$ cat src/kwt_pkg.sv
package kwt_pkg;

  localparam int POSITION_WIDTH_DEF = 32;
  localparam int LINE_WIDTH_DEF     = 24;
  localparam int KEY_DEPTH          = 6;
  localparam int OUTQ_DEPTH         = 4;

  localparam logic [4:0] TOK_WHILE  = 5'd0;
  localparam logic [4:0] TOK_IF     = 5'd1;
  localparam logic [4:0] TOK_ELSE   = 5'd2;
  localparam logic [4:0] TOK_PROC   = 5'd3;
  localparam logic [4:0] TOK_FUN    = 5'd4;
  localparam logic [4:0] TOK_DECLR  = 5'd5;
  localparam logic [4:0] TOK_BEGIN  = 5'd6;
  localparam logic [4:0] TOK_END    = 5'd7;
  localparam logic [4:0] TOK_PRINT  = 5'd8;
  localparam logic [4:0] TOK_TYPE   = 5'd9;
  localparam logic [4:0] TOK_IDENT  = 5'd10;
  localparam logic [4:0] TOK_INTLIT = 5'd11;
  localparam logic [4:0] TOK_RPAREN = 5'd12;
  localparam logic [4:0] TOK_LPAREN = 5'd13;
  localparam logic [4:0] TOK_LBRACK = 5'd14;
  localparam logic [4:0] TOK_RBRACK = 5'd15;
  localparam logic [4:0] TOK_SEMI   = 5'd16;
  localparam logic [4:0] TOK_COMMA  = 5'd17;
  localparam logic [4:0] TOK_EQ     = 5'd18;
  localparam logic [4:0] TOK_LT     = 5'd19;
  localparam logic [4:0] TOK_LE     = 5'd20;
  localparam logic [4:0] TOK_GT     = 5'd21;
  localparam logic [4:0] TOK_GE     = 5'd22;
  localparam logic [4:0] TOK_PLUS   = 5'd23;
  localparam logic [4:0] TOK_MINUS  = 5'd24;
  localparam logic [4:0] TOK_STAR   = 5'd25;
  localparam logic [4:0] TOK_SLASH  = 5'd26;
  localparam logic [4:0] TOK_ASSIGN = 5'd27;
  localparam logic [4:0] TOK_COLON  = 5'd28;

  localparam logic [7:0] CH_LF     = 8'h0A;
  localparam logic [7:0] CH_LT     = "<";
  localparam logic [7:0] CH_GT     = ">";
  localparam logic [7:0] CH_COLON  = ":";
  localparam logic [7:0] CH_SLASH  = "/";
  localparam logic [7:0] CH_EQ     = "=";
  localparam logic [7:0] CH_RPAREN = ")";
  localparam logic [7:0] CH_LPAREN = "(";
  localparam logic [7:0] CH_LBRACK = "[";
  localparam logic [7:0] CH_RBRACK = "]";
  localparam logic [7:0] CH_SEMI   = ";";
  localparam logic [7:0] CH_COMMA  = ",";
  localparam logic [7:0] CH_PLUS   = "+";
  localparam logic [7:0] CH_MINUS  = "-";
  localparam logic [7:0] CH_STAR   = "*";

  typedef struct packed {
    logic       kind;
    logic [7:0] source_byte;
  } item_t;

  typedef struct packed {
    logic [4:0]  token_type;
    logic [23:0] line_number;
    logic [31:0] start_offset;
    logic [15:0] token_length;
    logic        last;
  } token_t;

  typedef struct packed {
    logic   valid0;
    logic   valid1;
    token_t tok0;
    token_t tok1;
  } push_t;

  typedef logic [KEY_DEPTH-1:0][7:0] key_t;

  function automatic logic is_alpha(input logic [7:0] c);
    is_alpha = (c >= "a" && c <= "z") || (c >= "A" && c <= "Z");
  endfunction

  function automatic logic is_alnum(input logic [7:0] c);
    is_alnum = is_alpha(c) || (c >= "0" && c <= "9");
  endfunction

  function automatic logic is_space(input logic [7:0] c);
    is_space = c == " " || c == 8'h09 || c == 8'h0A || c == 8'h0B ||
               c == 8'h0C || c == 8'h0D;
  endfunction

  function automatic logic is_pend_char(input logic [7:0] c);
    is_pend_char = c == CH_LT || c == CH_GT || c == CH_COLON || c == CH_SLASH;
  endfunction

  function automatic logic [4:0] pend_type(input logic [7:0] c);
    case (c)
      CH_LT:    pend_type = TOK_LT;
      CH_GT:    pend_type = TOK_GT;
      CH_SLASH: pend_type = TOK_SLASH;
      CH_COLON: pend_type = TOK_COLON;
      default:  pend_type = TOK_IDENT;
    endcase
  endfunction

  function automatic logic [4:0] single_type(input logic [7:0] c);
    case (c)
      CH_RPAREN: single_type = TOK_RPAREN;
      CH_LPAREN: single_type = TOK_LPAREN;
      CH_LBRACK: single_type = TOK_LBRACK;
      CH_RBRACK: single_type = TOK_RBRACK;
      CH_SEMI:   single_type = TOK_SEMI;
      CH_COMMA:  single_type = TOK_COMMA;
      CH_EQ:     single_type = TOK_EQ;
      CH_PLUS:   single_type = TOK_PLUS;
      CH_MINUS:  single_type = TOK_MINUS;
      CH_STAR:   single_type = TOK_STAR;
      default:   single_type = TOK_IDENT;
    endcase
  endfunction

  // word holds the keyword right-aligned, last character in the low byte
  function automatic logic kw_match(input key_t key, input logic [15:0] len,
                                    input logic [47:0] word, input logic [2:0] wlen);
    logic ok;
    int   base;
    ok = (len == {13'd0, wlen});
    for (int i = 0; i < KEY_DEPTH; i++) begin
      base = 8 * (int'(wlen) - 1 - i);
      if (i < int'(wlen) && base >= 0) begin
        if (key[i] != word[base +: 8]) ok = 1'b0;
      end
    end
    kw_match = ok;
  endfunction

  function automatic logic [4:0] word_type(input key_t key, input logic [15:0] len,
                                           input logic letter);
    logic [4:0] t;
    t = letter ? TOK_IDENT : TOK_INTLIT;
    if      (kw_match(key, len, "while",  3'd5)) t = TOK_WHILE;
    else if (kw_match(key, len, "if",     3'd2)) t = TOK_IF;
    else if (kw_match(key, len, "else",   3'd4)) t = TOK_ELSE;
    else if (kw_match(key, len, "proc",   3'd4)) t = TOK_PROC;
    else if (kw_match(key, len, "fun",    3'd3)) t = TOK_FUN;
    else if (kw_match(key, len, "DECLR",  3'd5)) t = TOK_DECLR;
    else if (kw_match(key, len, "BEGIN",  3'd5)) t = TOK_BEGIN;
    else if (kw_match(key, len, "END",    3'd3)) t = TOK_END;
    else if (kw_match(key, len, "print",  3'd5)) t = TOK_PRINT;
    else if (kw_match(key, len, "int",    3'd3)) t = TOK_TYPE;
    else if (kw_match(key, len, "string", 3'd6)) t = TOK_TYPE;
    word_type = t;
  endfunction

endpackage

$ cat src/kwt_lexer.sv
module kwt_lexer #(
  parameter int POSITION_WIDTH = kwt_pkg::POSITION_WIDTH_DEF,
  parameter int LINE_WIDTH     = kwt_pkg::LINE_WIDTH_DEF
) (
  input  logic            clk,
  input  logic            rst_n,
  input  logic            step,
  input  kwt_pkg::item_t  item,
  output kwt_pkg::push_t  push
);

  typedef enum logic [3:0] {
    MODE_IDLE    = 4'b0001,
    MODE_WORD    = 4'b0010,
    MODE_PEND    = 4'b0100,
    MODE_COMMENT = 4'b1000
  } mode_t;

  mode_t                     mode_r, mode_nxt;
  logic [15:0]               word_len_r, word_len_nxt;
  logic [POSITION_WIDTH-1:0] word_start_r, word_start_nxt;
  kwt_pkg::key_t             key_r, key_nxt;
  logic                      letter_r, letter_nxt;
  logic [7:0]                pend_char_r, pend_char_nxt;
  logic [POSITION_WIDTH-1:0] pend_start_r, pend_start_nxt;
  logic [LINE_WIDTH-1:0]     line_r, line_nxt;
  logic [POSITION_WIDTH-1:0] pos_r, pos_nxt;

  logic [7:0]                b;
  logic                      do_fresh;
  logic                      pre_v, fr_v;
  logic [4:0]                pre_type, fr_type;
  logic [POSITION_WIDTH-1:0] pre_start;
  logic [15:0]               pre_len;
  logic [63:0]               line_ext, pre_ext, fr_ext;
  logic [23:0]               line_out;
  kwt_pkg::token_t           pre_tok, fr_tok;

  assign b = item.source_byte;

  always_comb begin
    mode_nxt       = mode_r;
    word_len_nxt   = word_len_r;
    word_start_nxt = word_start_r;
    key_nxt        = key_r;
    letter_nxt     = letter_r;
    pend_char_nxt  = pend_char_r;
    pend_start_nxt = pend_start_r;
    line_nxt       = line_r;
    pos_nxt        = pos_r;
    do_fresh       = 1'b0;
    pre_v          = 1'b0;
    pre_type       = kwt_pkg::word_type(key_r, word_len_r, letter_r);
    pre_start      = word_start_r;
    pre_len        = word_len_r;
    fr_v           = 1'b0;
    fr_type        = kwt_pkg::single_type(b);
    if (step) begin
      if (item.kind) begin
        case (mode_r)
          MODE_WORD: pre_v = 1'b1;
          MODE_PEND: begin
            pre_v     = 1'b1;
            pre_type  = kwt_pkg::pend_type(pend_char_r);
            pre_start = pend_start_r;
            pre_len   = 16'd1;
          end
          default: ;
        endcase
        mode_nxt = MODE_IDLE;
      end else begin
        case (mode_r)
          MODE_WORD: begin
            if (kwt_pkg::is_alnum(b)) begin
              if (word_len_r < 16'(kwt_pkg::KEY_DEPTH)) key_nxt[word_len_r[2:0]] = b;
              if (word_len_r != 16'hFFFF) word_len_nxt = word_len_r + 16'd1;
            end else begin
              pre_v    = 1'b1;
              do_fresh = 1'b1;
            end
          end
          MODE_PEND: begin
            pre_start = pend_start_r;
            mode_nxt  = MODE_IDLE;
            if (b == kwt_pkg::CH_EQ && pend_char_r == kwt_pkg::CH_LT) begin
              pre_v    = 1'b1;
              pre_type = kwt_pkg::TOK_LE;
              pre_len  = 16'd2;
            end else if (b == kwt_pkg::CH_EQ && pend_char_r == kwt_pkg::CH_GT) begin
              pre_v    = 1'b1;
              pre_type = kwt_pkg::TOK_GE;
              pre_len  = 16'd2;
            end else if (b == kwt_pkg::CH_EQ && pend_char_r == kwt_pkg::CH_COLON) begin
              pre_v    = 1'b1;
              pre_type = kwt_pkg::TOK_ASSIGN;
              pre_len  = 16'd2;
            end else if (b == kwt_pkg::CH_SLASH && pend_char_r == kwt_pkg::CH_SLASH) begin
              mode_nxt = MODE_COMMENT;
            end else begin
              pre_v    = 1'b1;
              pre_type = kwt_pkg::pend_type(pend_char_r);
              pre_len  = 16'd1;
              do_fresh = 1'b1;
            end
          end
          MODE_COMMENT: begin
            if (b == kwt_pkg::CH_LF) mode_nxt = MODE_IDLE;
          end
          default: do_fresh = 1'b1;
        endcase
        pos_nxt = pos_r + 1'b1;
        if (b == kwt_pkg::CH_LF) line_nxt = line_r + 1'b1;
      end
      if (do_fresh) begin
        mode_nxt = MODE_IDLE;
        if (kwt_pkg::is_space(b)) begin
        end else if (kwt_pkg::is_alnum(b)) begin
          mode_nxt       = MODE_WORD;
          word_start_nxt = pos_r;
          word_len_nxt   = 16'd1;
          key_nxt[0]     = b;
          letter_nxt     = kwt_pkg::is_alpha(b);
        end else if (kwt_pkg::is_pend_char(b)) begin
          mode_nxt       = MODE_PEND;
          pend_char_nxt  = b;
          pend_start_nxt = pos_r;
        end else begin
          fr_v = 1'b1;
        end
      end
    end
  end

  assign line_ext = 64'(line_r);
  assign line_out = line_ext[23:0];
  assign pre_ext  = 64'(pre_start);
  assign fr_ext   = 64'(pos_r);

  always_comb begin
    pre_tok.token_type   = pre_type;
    pre_tok.line_number  = line_out;
    pre_tok.start_offset = pre_ext[31:0];
    pre_tok.token_length = pre_len;
    pre_tok.last         = !fr_v;
    fr_tok.token_type    = fr_type;
    fr_tok.line_number   = line_out;
    fr_tok.start_offset  = fr_ext[31:0];
    fr_tok.token_length  = 16'd1;
    fr_tok.last          = 1'b1;
    push.valid0 = pre_v || fr_v;
    push.valid1 = pre_v && fr_v;
    push.tok0   = pre_v ? pre_tok : fr_tok;
    push.tok1   = fr_tok;
  end

  always_ff @(posedge clk) begin
    if (!rst_n) begin
      mode_r       <= MODE_IDLE;
      word_len_r   <= '0;
      word_start_r <= '0;
      letter_r     <= 1'b0;
      pend_char_r  <= '0;
      pend_start_r <= '0;
      line_r       <= '0;
      pos_r        <= '0;
    end else begin
      mode_r       <= mode_nxt;
      word_len_r   <= word_len_nxt;
      word_start_r <= word_start_nxt;
      letter_r     <= letter_nxt;
      pend_char_r  <= pend_char_nxt;
      pend_start_r <= pend_start_nxt;
      line_r       <= line_nxt;
      pos_r        <= pos_nxt;
    end
  end

  always_ff @(posedge clk) begin
    key_r <= key_nxt;
  end

endmodule

$ cat src/kwt_out_fifo.sv
module kwt_out_fifo (
  input  logic            clk,
  input  logic            rst_n,
  input  kwt_pkg::push_t  push,
  output logic            room,
  output logic            out_valid,
  input  logic            out_ready,
  output kwt_pkg::token_t out_data
);

  localparam int PTR_W = $clog2(kwt_pkg::OUTQ_DEPTH);
  localparam int CNT_W = PTR_W + 1;

  kwt_pkg::token_t mem_r [kwt_pkg::OUTQ_DEPTH];
  logic [PTR_W-1:0] head_r, head_nxt, tail_r, tail_nxt, tail_p1;
  logic [CNT_W-1:0] count_r, count_nxt;
  logic             pop;

  assign out_valid = count_r != '0;
  assign out_data  = mem_r[head_r];
  assign room      = count_r <= CNT_W'(kwt_pkg::OUTQ_DEPTH - 2);
  assign pop       = out_valid && out_ready;
  assign tail_p1   = tail_r + 1'b1;

  always_comb begin
    head_nxt  = pop ? head_r + 1'b1 : head_r;
    tail_nxt  = tail_r;
    count_nxt = count_r - CNT_W'(pop);
    if (push.valid1) begin
      tail_nxt  = tail_r + PTR_W'(2);
      count_nxt = count_nxt + CNT_W'(2);
    end else if (push.valid0) begin
      tail_nxt  = tail_p1;
      count_nxt = count_nxt + CNT_W'(1);
    end
  end

  always_ff @(posedge clk) begin
    if (!rst_n) begin
      head_r  <= '0;
      tail_r  <= '0;
      count_r <= '0;
    end else begin
      head_r  <= head_nxt;
      tail_r  <= tail_nxt;
      count_r <= count_nxt;
    end
  end

  always_ff @(posedge clk) begin
    if (push.valid0) mem_r[tail_r] <= push.tok0;
    if (push.valid1) mem_r[tail_p1] <= push.tok1;
  end

endmodule

$ cat src/keyword_tokenizer_core.sv
// Streaming lexer: one source byte (or an end-of-input marker) per transfer,
// one token per transfer out. A byte is taken every clock while the output
// side keeps up; an input transfer reaches its first token through the input
// register, the combinational lexer step and a four-entry token queue. A byte
// that closes a word or a pending operator and is itself a one-character
// token yields two tokens, which enter the queue together and leave one at
// a time; the input stalls only while the queue cannot take two more tokens.
// Tokens carry type, line, start offset and saturating length, and last marks
// the final token caused by an input transfer.
module keyword_tokenizer_core #(
  parameter int POSITION_WIDTH = kwt_pkg::POSITION_WIDTH_DEF,
  parameter int LINE_WIDTH     = kwt_pkg::LINE_WIDTH_DEF
) (
  input  logic            clk,
  input  logic            rst_n,
  input  logic            in_valid,
  output logic            in_ready,
  input  kwt_pkg::item_t  in_data,
  output logic            out_valid,
  input  logic            out_ready,
  output kwt_pkg::token_t out_data
);

  kwt_pkg::item_t item_r;
  logic           item_valid_r, item_valid_nxt;
  logic           room, step;
  kwt_pkg::push_t push;

  assign step     = item_valid_r && room;
  assign in_ready = !item_valid_r || step;

  always_comb begin
    item_valid_nxt = item_valid_r;
    if (in_valid && in_ready) item_valid_nxt = 1'b1;
    else if (step) item_valid_nxt = 1'b0;
  end

  always_ff @(posedge clk) begin
    if (!rst_n) begin
      item_valid_r <= 1'b0;
    end else begin
      item_valid_r <= item_valid_nxt;
    end
  end

  always_ff @(posedge clk) begin
    if (in_valid && in_ready) item_r <= in_data;
  end

  kwt_lexer #(
    .POSITION_WIDTH (POSITION_WIDTH),
    .LINE_WIDTH     (LINE_WIDTH)
  ) u_lexer (
    .clk   (clk),
    .rst_n (rst_n),
    .step  (step),
    .item  (item_r),
    .push  (push)
  );

  kwt_out_fifo u_out_fifo (
    .clk       (clk),
    .rst_n     (rst_n),
    .push      (push),
    .room      (room),
    .out_valid (out_valid),
    .out_ready (out_ready),
    .out_data  (out_data)
  );

endmodule
$ cat config.mk
export PLATFORM = sky130hd
export DESIGN_NAME = keyword_tokenizer_core
export DESIGN_NICKNAME = d
export VERILOG_FILES = /design/src/kwt_pkg.sv /design/src/kwt_lexer.sv /design/src/kwt_out_fifo.sv /design/src/keyword_tokenizer_core.sv
export SDC_FILE = /design/constraint.sdc
export NUM_CORES = 1
export LEC_CHECK = 0
export BUFFER_PORTS_ARGS = -buffer_cell sky130_fd_sc_hd__buf_2
export CAP_MARGIN = 40
export CORE_MARGIN = 2
export CORE_UTILIZATION = 33
export CTS_CLUSTER_SIZE = 24
export DETAILED_ROUTE_END_ITERATION = 10
export PLACE_DENSITY_LB_ADDON = 0.08
export SLEW_MARGIN = 20
export SYNTH_ARGS = -nofsm -noshare
export SYNTH_HDL_FRONTEND = slang
export SYNTH_HIERARCHICAL = 1
export SYNTH_SLANG_ARGS = --single-unit
export TNS_END_PERCENT = 20
$ cat constraint.sdc
create_clock -name clk -period 6.3 [get_ports clk]
set_clock_uncertainty 0.1 [all_clocks]
set_input_delay 1.89 -clock clk [delete_from_list [all_inputs] [get_ports clk]]
set_output_delay 1.89 -clock clk [all_outputs]
set_load 0.02 [all_outputs]
==> flow_summary.toml <==
[run_status]
status = "complete, no violations"

[finish]
fin_cells = 3142
postLayoutCellArea_sq_um = 30100
fillCellCount = 7637
drive_above_1_share_pct = 31.6
final_cell_mix = "edfxtp_1 (369), mux2_2 (307), dfxtp_1 (157)"
num_antenna_cells = 0
syn_to_final_growth_pct = 12.8
layout_commonest_cell = "edfxtp_1"
layout.nets = 2055

[grt]
antenna_found_initial = 1
grt_overflow = 0
grt_start_max_net_pins = 96
grt_usage_pct = 16.7
grt_pass1_wl_mm = 105
first_global_vias = 16600

[critical_path]
required_ns = 4.31
worstSetupEndpointType = "output pin"
critPathBufInv = 2
critPathMaxStageDelay_ns = 0.78
path_cells = "buf_4 -> mux4_2 -> buf_2"
critPathLaunchType = "flip-flop"
crit_fanout = 27
crit_arrival_ns = 2.74
worstSetupPathType = "flip-flop to output pin"
cpLargestDelayFamily = "flip-flops"
critPathSlowestCell = "dfxtp_4"

[job]
maxCapViolations = 0

[place]
dp_slack_ns = 1.54
hpwl_mm = 42.9
dpl-instance-area_sq_um = 27900
place_inst = 3023
port-buffer-count = 92
place_congestion = 0.874

[route]
wl_per_cell_um = 22.1
dr_wl_met2_mm = 33.2
drcViolationCount = 0
wl_met1_mm = 32.5
routed.top_layer = "met4"
firstDrtPassIters = 5
wl_met3_mm = 2.51
wirelength_mm = 69.5
ant_nets = 0
first_iter_violations = 1012
vias = 16100
avgViaCountPerCell = 5.12

[logic_synthesis]
synthArstFlopShare_pct = 0
yosys_register_bits = 528
syn_avg_cell_area_sq_um = 13.5
syn_area_sq_um = 26700
ys.flop_type = "edfxtp_1"
yosysSeqAreaShare_pct = 53.5
synth_cell_type_count = 93
syn_inst = 1977
ys_warn_count = 6
synth_edf_count = 369

[timing]
holdWs_ns = 0.401
max_freq_mhz = 211
drv_slew = 0
setup_slack_ns = 1.57
worst_pin_slew_ns = 0.855
setup_viol = 0
rsz0062_at_grt = "no"
setup_tns_ns = 0
timing.final.hold_violations = 0
fin_crit_sh_pct = 75.1
min_period_ns = 4.73
max_slew_margin_pct = 42.6

[clock_tree]
post-cts-setup-buffers = 0
cts_sinks = 528
cts-hold-fix-buffers = 0
cts_root_buffer = "clkbuf_16"
cts_buffers = 61
clk_latency_ns = 0.64
cts.clk_slew.worst_paths_ns = 0.06
cts_tree = "done"
clk_path_buf_depth = 3
post_cts_resized = 0
h-tree-depth = 2

[floorplan]
die_w_um = 288
fp.dieArea_sq_um = 83100
coreArea_sq_um = 80300
dieHeight_um = 288
rows = 104
io_pins = 93
start_util_pct = 33.2

[power]
ir_drop_mv = 0.205
powerDensity_nw_per_um2 = 292
p_leak_nw = 10.4

[worst_hold_path]
hp-class = "flip-flop to flip-flop"
[metal layers]
layer	track usage (%)	vias up
met4	4.33	0
met5	0	-
met3	2.20	99
met2	28.0	311
met1	22.9	8116
li1	-	7575
[worst reg2reg max path, delay by kind of cell, from the launching register on]
family          cells  cell delay, ns
compound gates      1            0.08
buf+inv             4            1.47
flops               1            0.69
mux                 1            0.38
simple gates        6            1.62
[where the power goes]
group	switching, mW	total [mW]	leakage, nW	internal, mW
Clock	1.46	3.58	1.01	2.13
Combinational	0.735	1.28	4.90	0.548
Sequential	0.132	3.90	4.51	3.77
[area by class of cell]
type,count,area [sq um],area share (%)
sequential,528,14300,47.5
inverter,25,93.8,0.312
timing repair buffer,136,971,3.23
clock inverter,26,225,0.749
multi-input combinational,1278,11400,37.8
clock buffer,89,1830,6.07
tap,1060,1330,4.41
[synthesized netlist by cell type, types with 4 or more instances]
cell type  number  area (sq um)
a211oi_1        6          45.0
a21boi_0       14           105
a21oi_1        24           120
a31oi_1         9          56.3
and2_1         65           407
and3_1         13          81.3
and4_1          9          78.8
buf_2          38           190
buf_4          48           360
buf_6          13           146
buf_8           6          90.1
clkbuf_1       52           195
dfxtp_1       159          3180
edfxtp_1      369         11100
ha_1           12           150
inv_1          24          90.1
mux2_1          6          67.6
mux2_2        307          3460
mux2_4          6          90.1
mux2i_1       108          1080
mux4_2         78          1760
nand2_1       105           394
nand2_4         4          45.0
nand2b_1       13          81.3
nand3_1        36           180
nand3b_1        6          45.0
nand4_1        28           175
nand4b_1       11          96.3
nand4bb_1       5          56.3
nor2_1         48           180
nor2b_1        83           519
nor3_1         24           120
nor3b_1         7          52.6
nor4_1         23           144
nor4b_1         9          78.8
nor4bb_1        4          40.0
o21a_1          4          30.0
o21ai_0        57           285
or3_1          16           100
or4_1           6          45.0
xnor2_1        38           333
xor2_1         12           105
[path summary, 6_finish.rpt]
| check | start | endpoint | slack [ns] | cells past startpoint |
|---|---|---|---|---|
| max | flip-flop | out_data[42] | 1.57 | 3 |
| min | u_lexer/pend_char_r[7]$_SDFFE_PN0P_ | u_lexer/pend_char_r[7]$_SDFFE_PN0P_ | 0.40 | 1 |
| max reg2reg | item_r[4]$_DFFE_PP_ | u_out_fifo/mem_r[2][30]$_DFFE_PP_ | 1.71 | 12 |
| min reg2reg | u_lexer/pend_char_r[7]$_SDFFE_PN0P_ | u_lexer/pend_char_r[7]$_SDFFE_PN0P_ | 0.40 | 1 |
[state kept, by name (all words and copies together) (netlist names), 2 cells and up, named ones only]
name,count
u_lexer/line_out,24
u_lexer/word_len_r,16
u_out_fifo/count_r,3
u_lexer/pend_start_r,32
u_lexer/mode_r,4
u_out_fifo/head_r,2
u_lexer/key_r,48
u_lexer/word_start_r,32
u_out_fifo/tail_r,2
item_r,9
u_lexer/pos_r,32
u_out_fifo/mem_r,312
u_lexer/pend_char_r,8
[logic make-up (layout without fill, tap and decap cells)]
family / after synthesis / after routing / synth area share (%)
AO/OA/AOI/OAI: 155 / 155 / 3.84
flip-flops: 528 / 528 / 53.5
other: 2 / 17 / 0.0282
AND/OR/NAND/NOR: 539 / 539 / 11.9
XOR/XNOR: 50 / 50 / 1.64
buffers and inverters: 186 / 276 / 4.28
multiplexers: 505 / 505 / 24.2
adder cells (fa/ha/maj): 12 / 12 / 0.563
[metrics by stage]
stage	power, mW	util, %
2_1_floorplan	4.87	-
3_3_place_gp	5.31	34.7
3_5_place_dp	5.31	34.8
4_1_cts	8.96	37.4
5_1_grt	9.14	37.5
6_report	8.77	37.5
No activity file was read; power rests on OpenSTA's default activity.
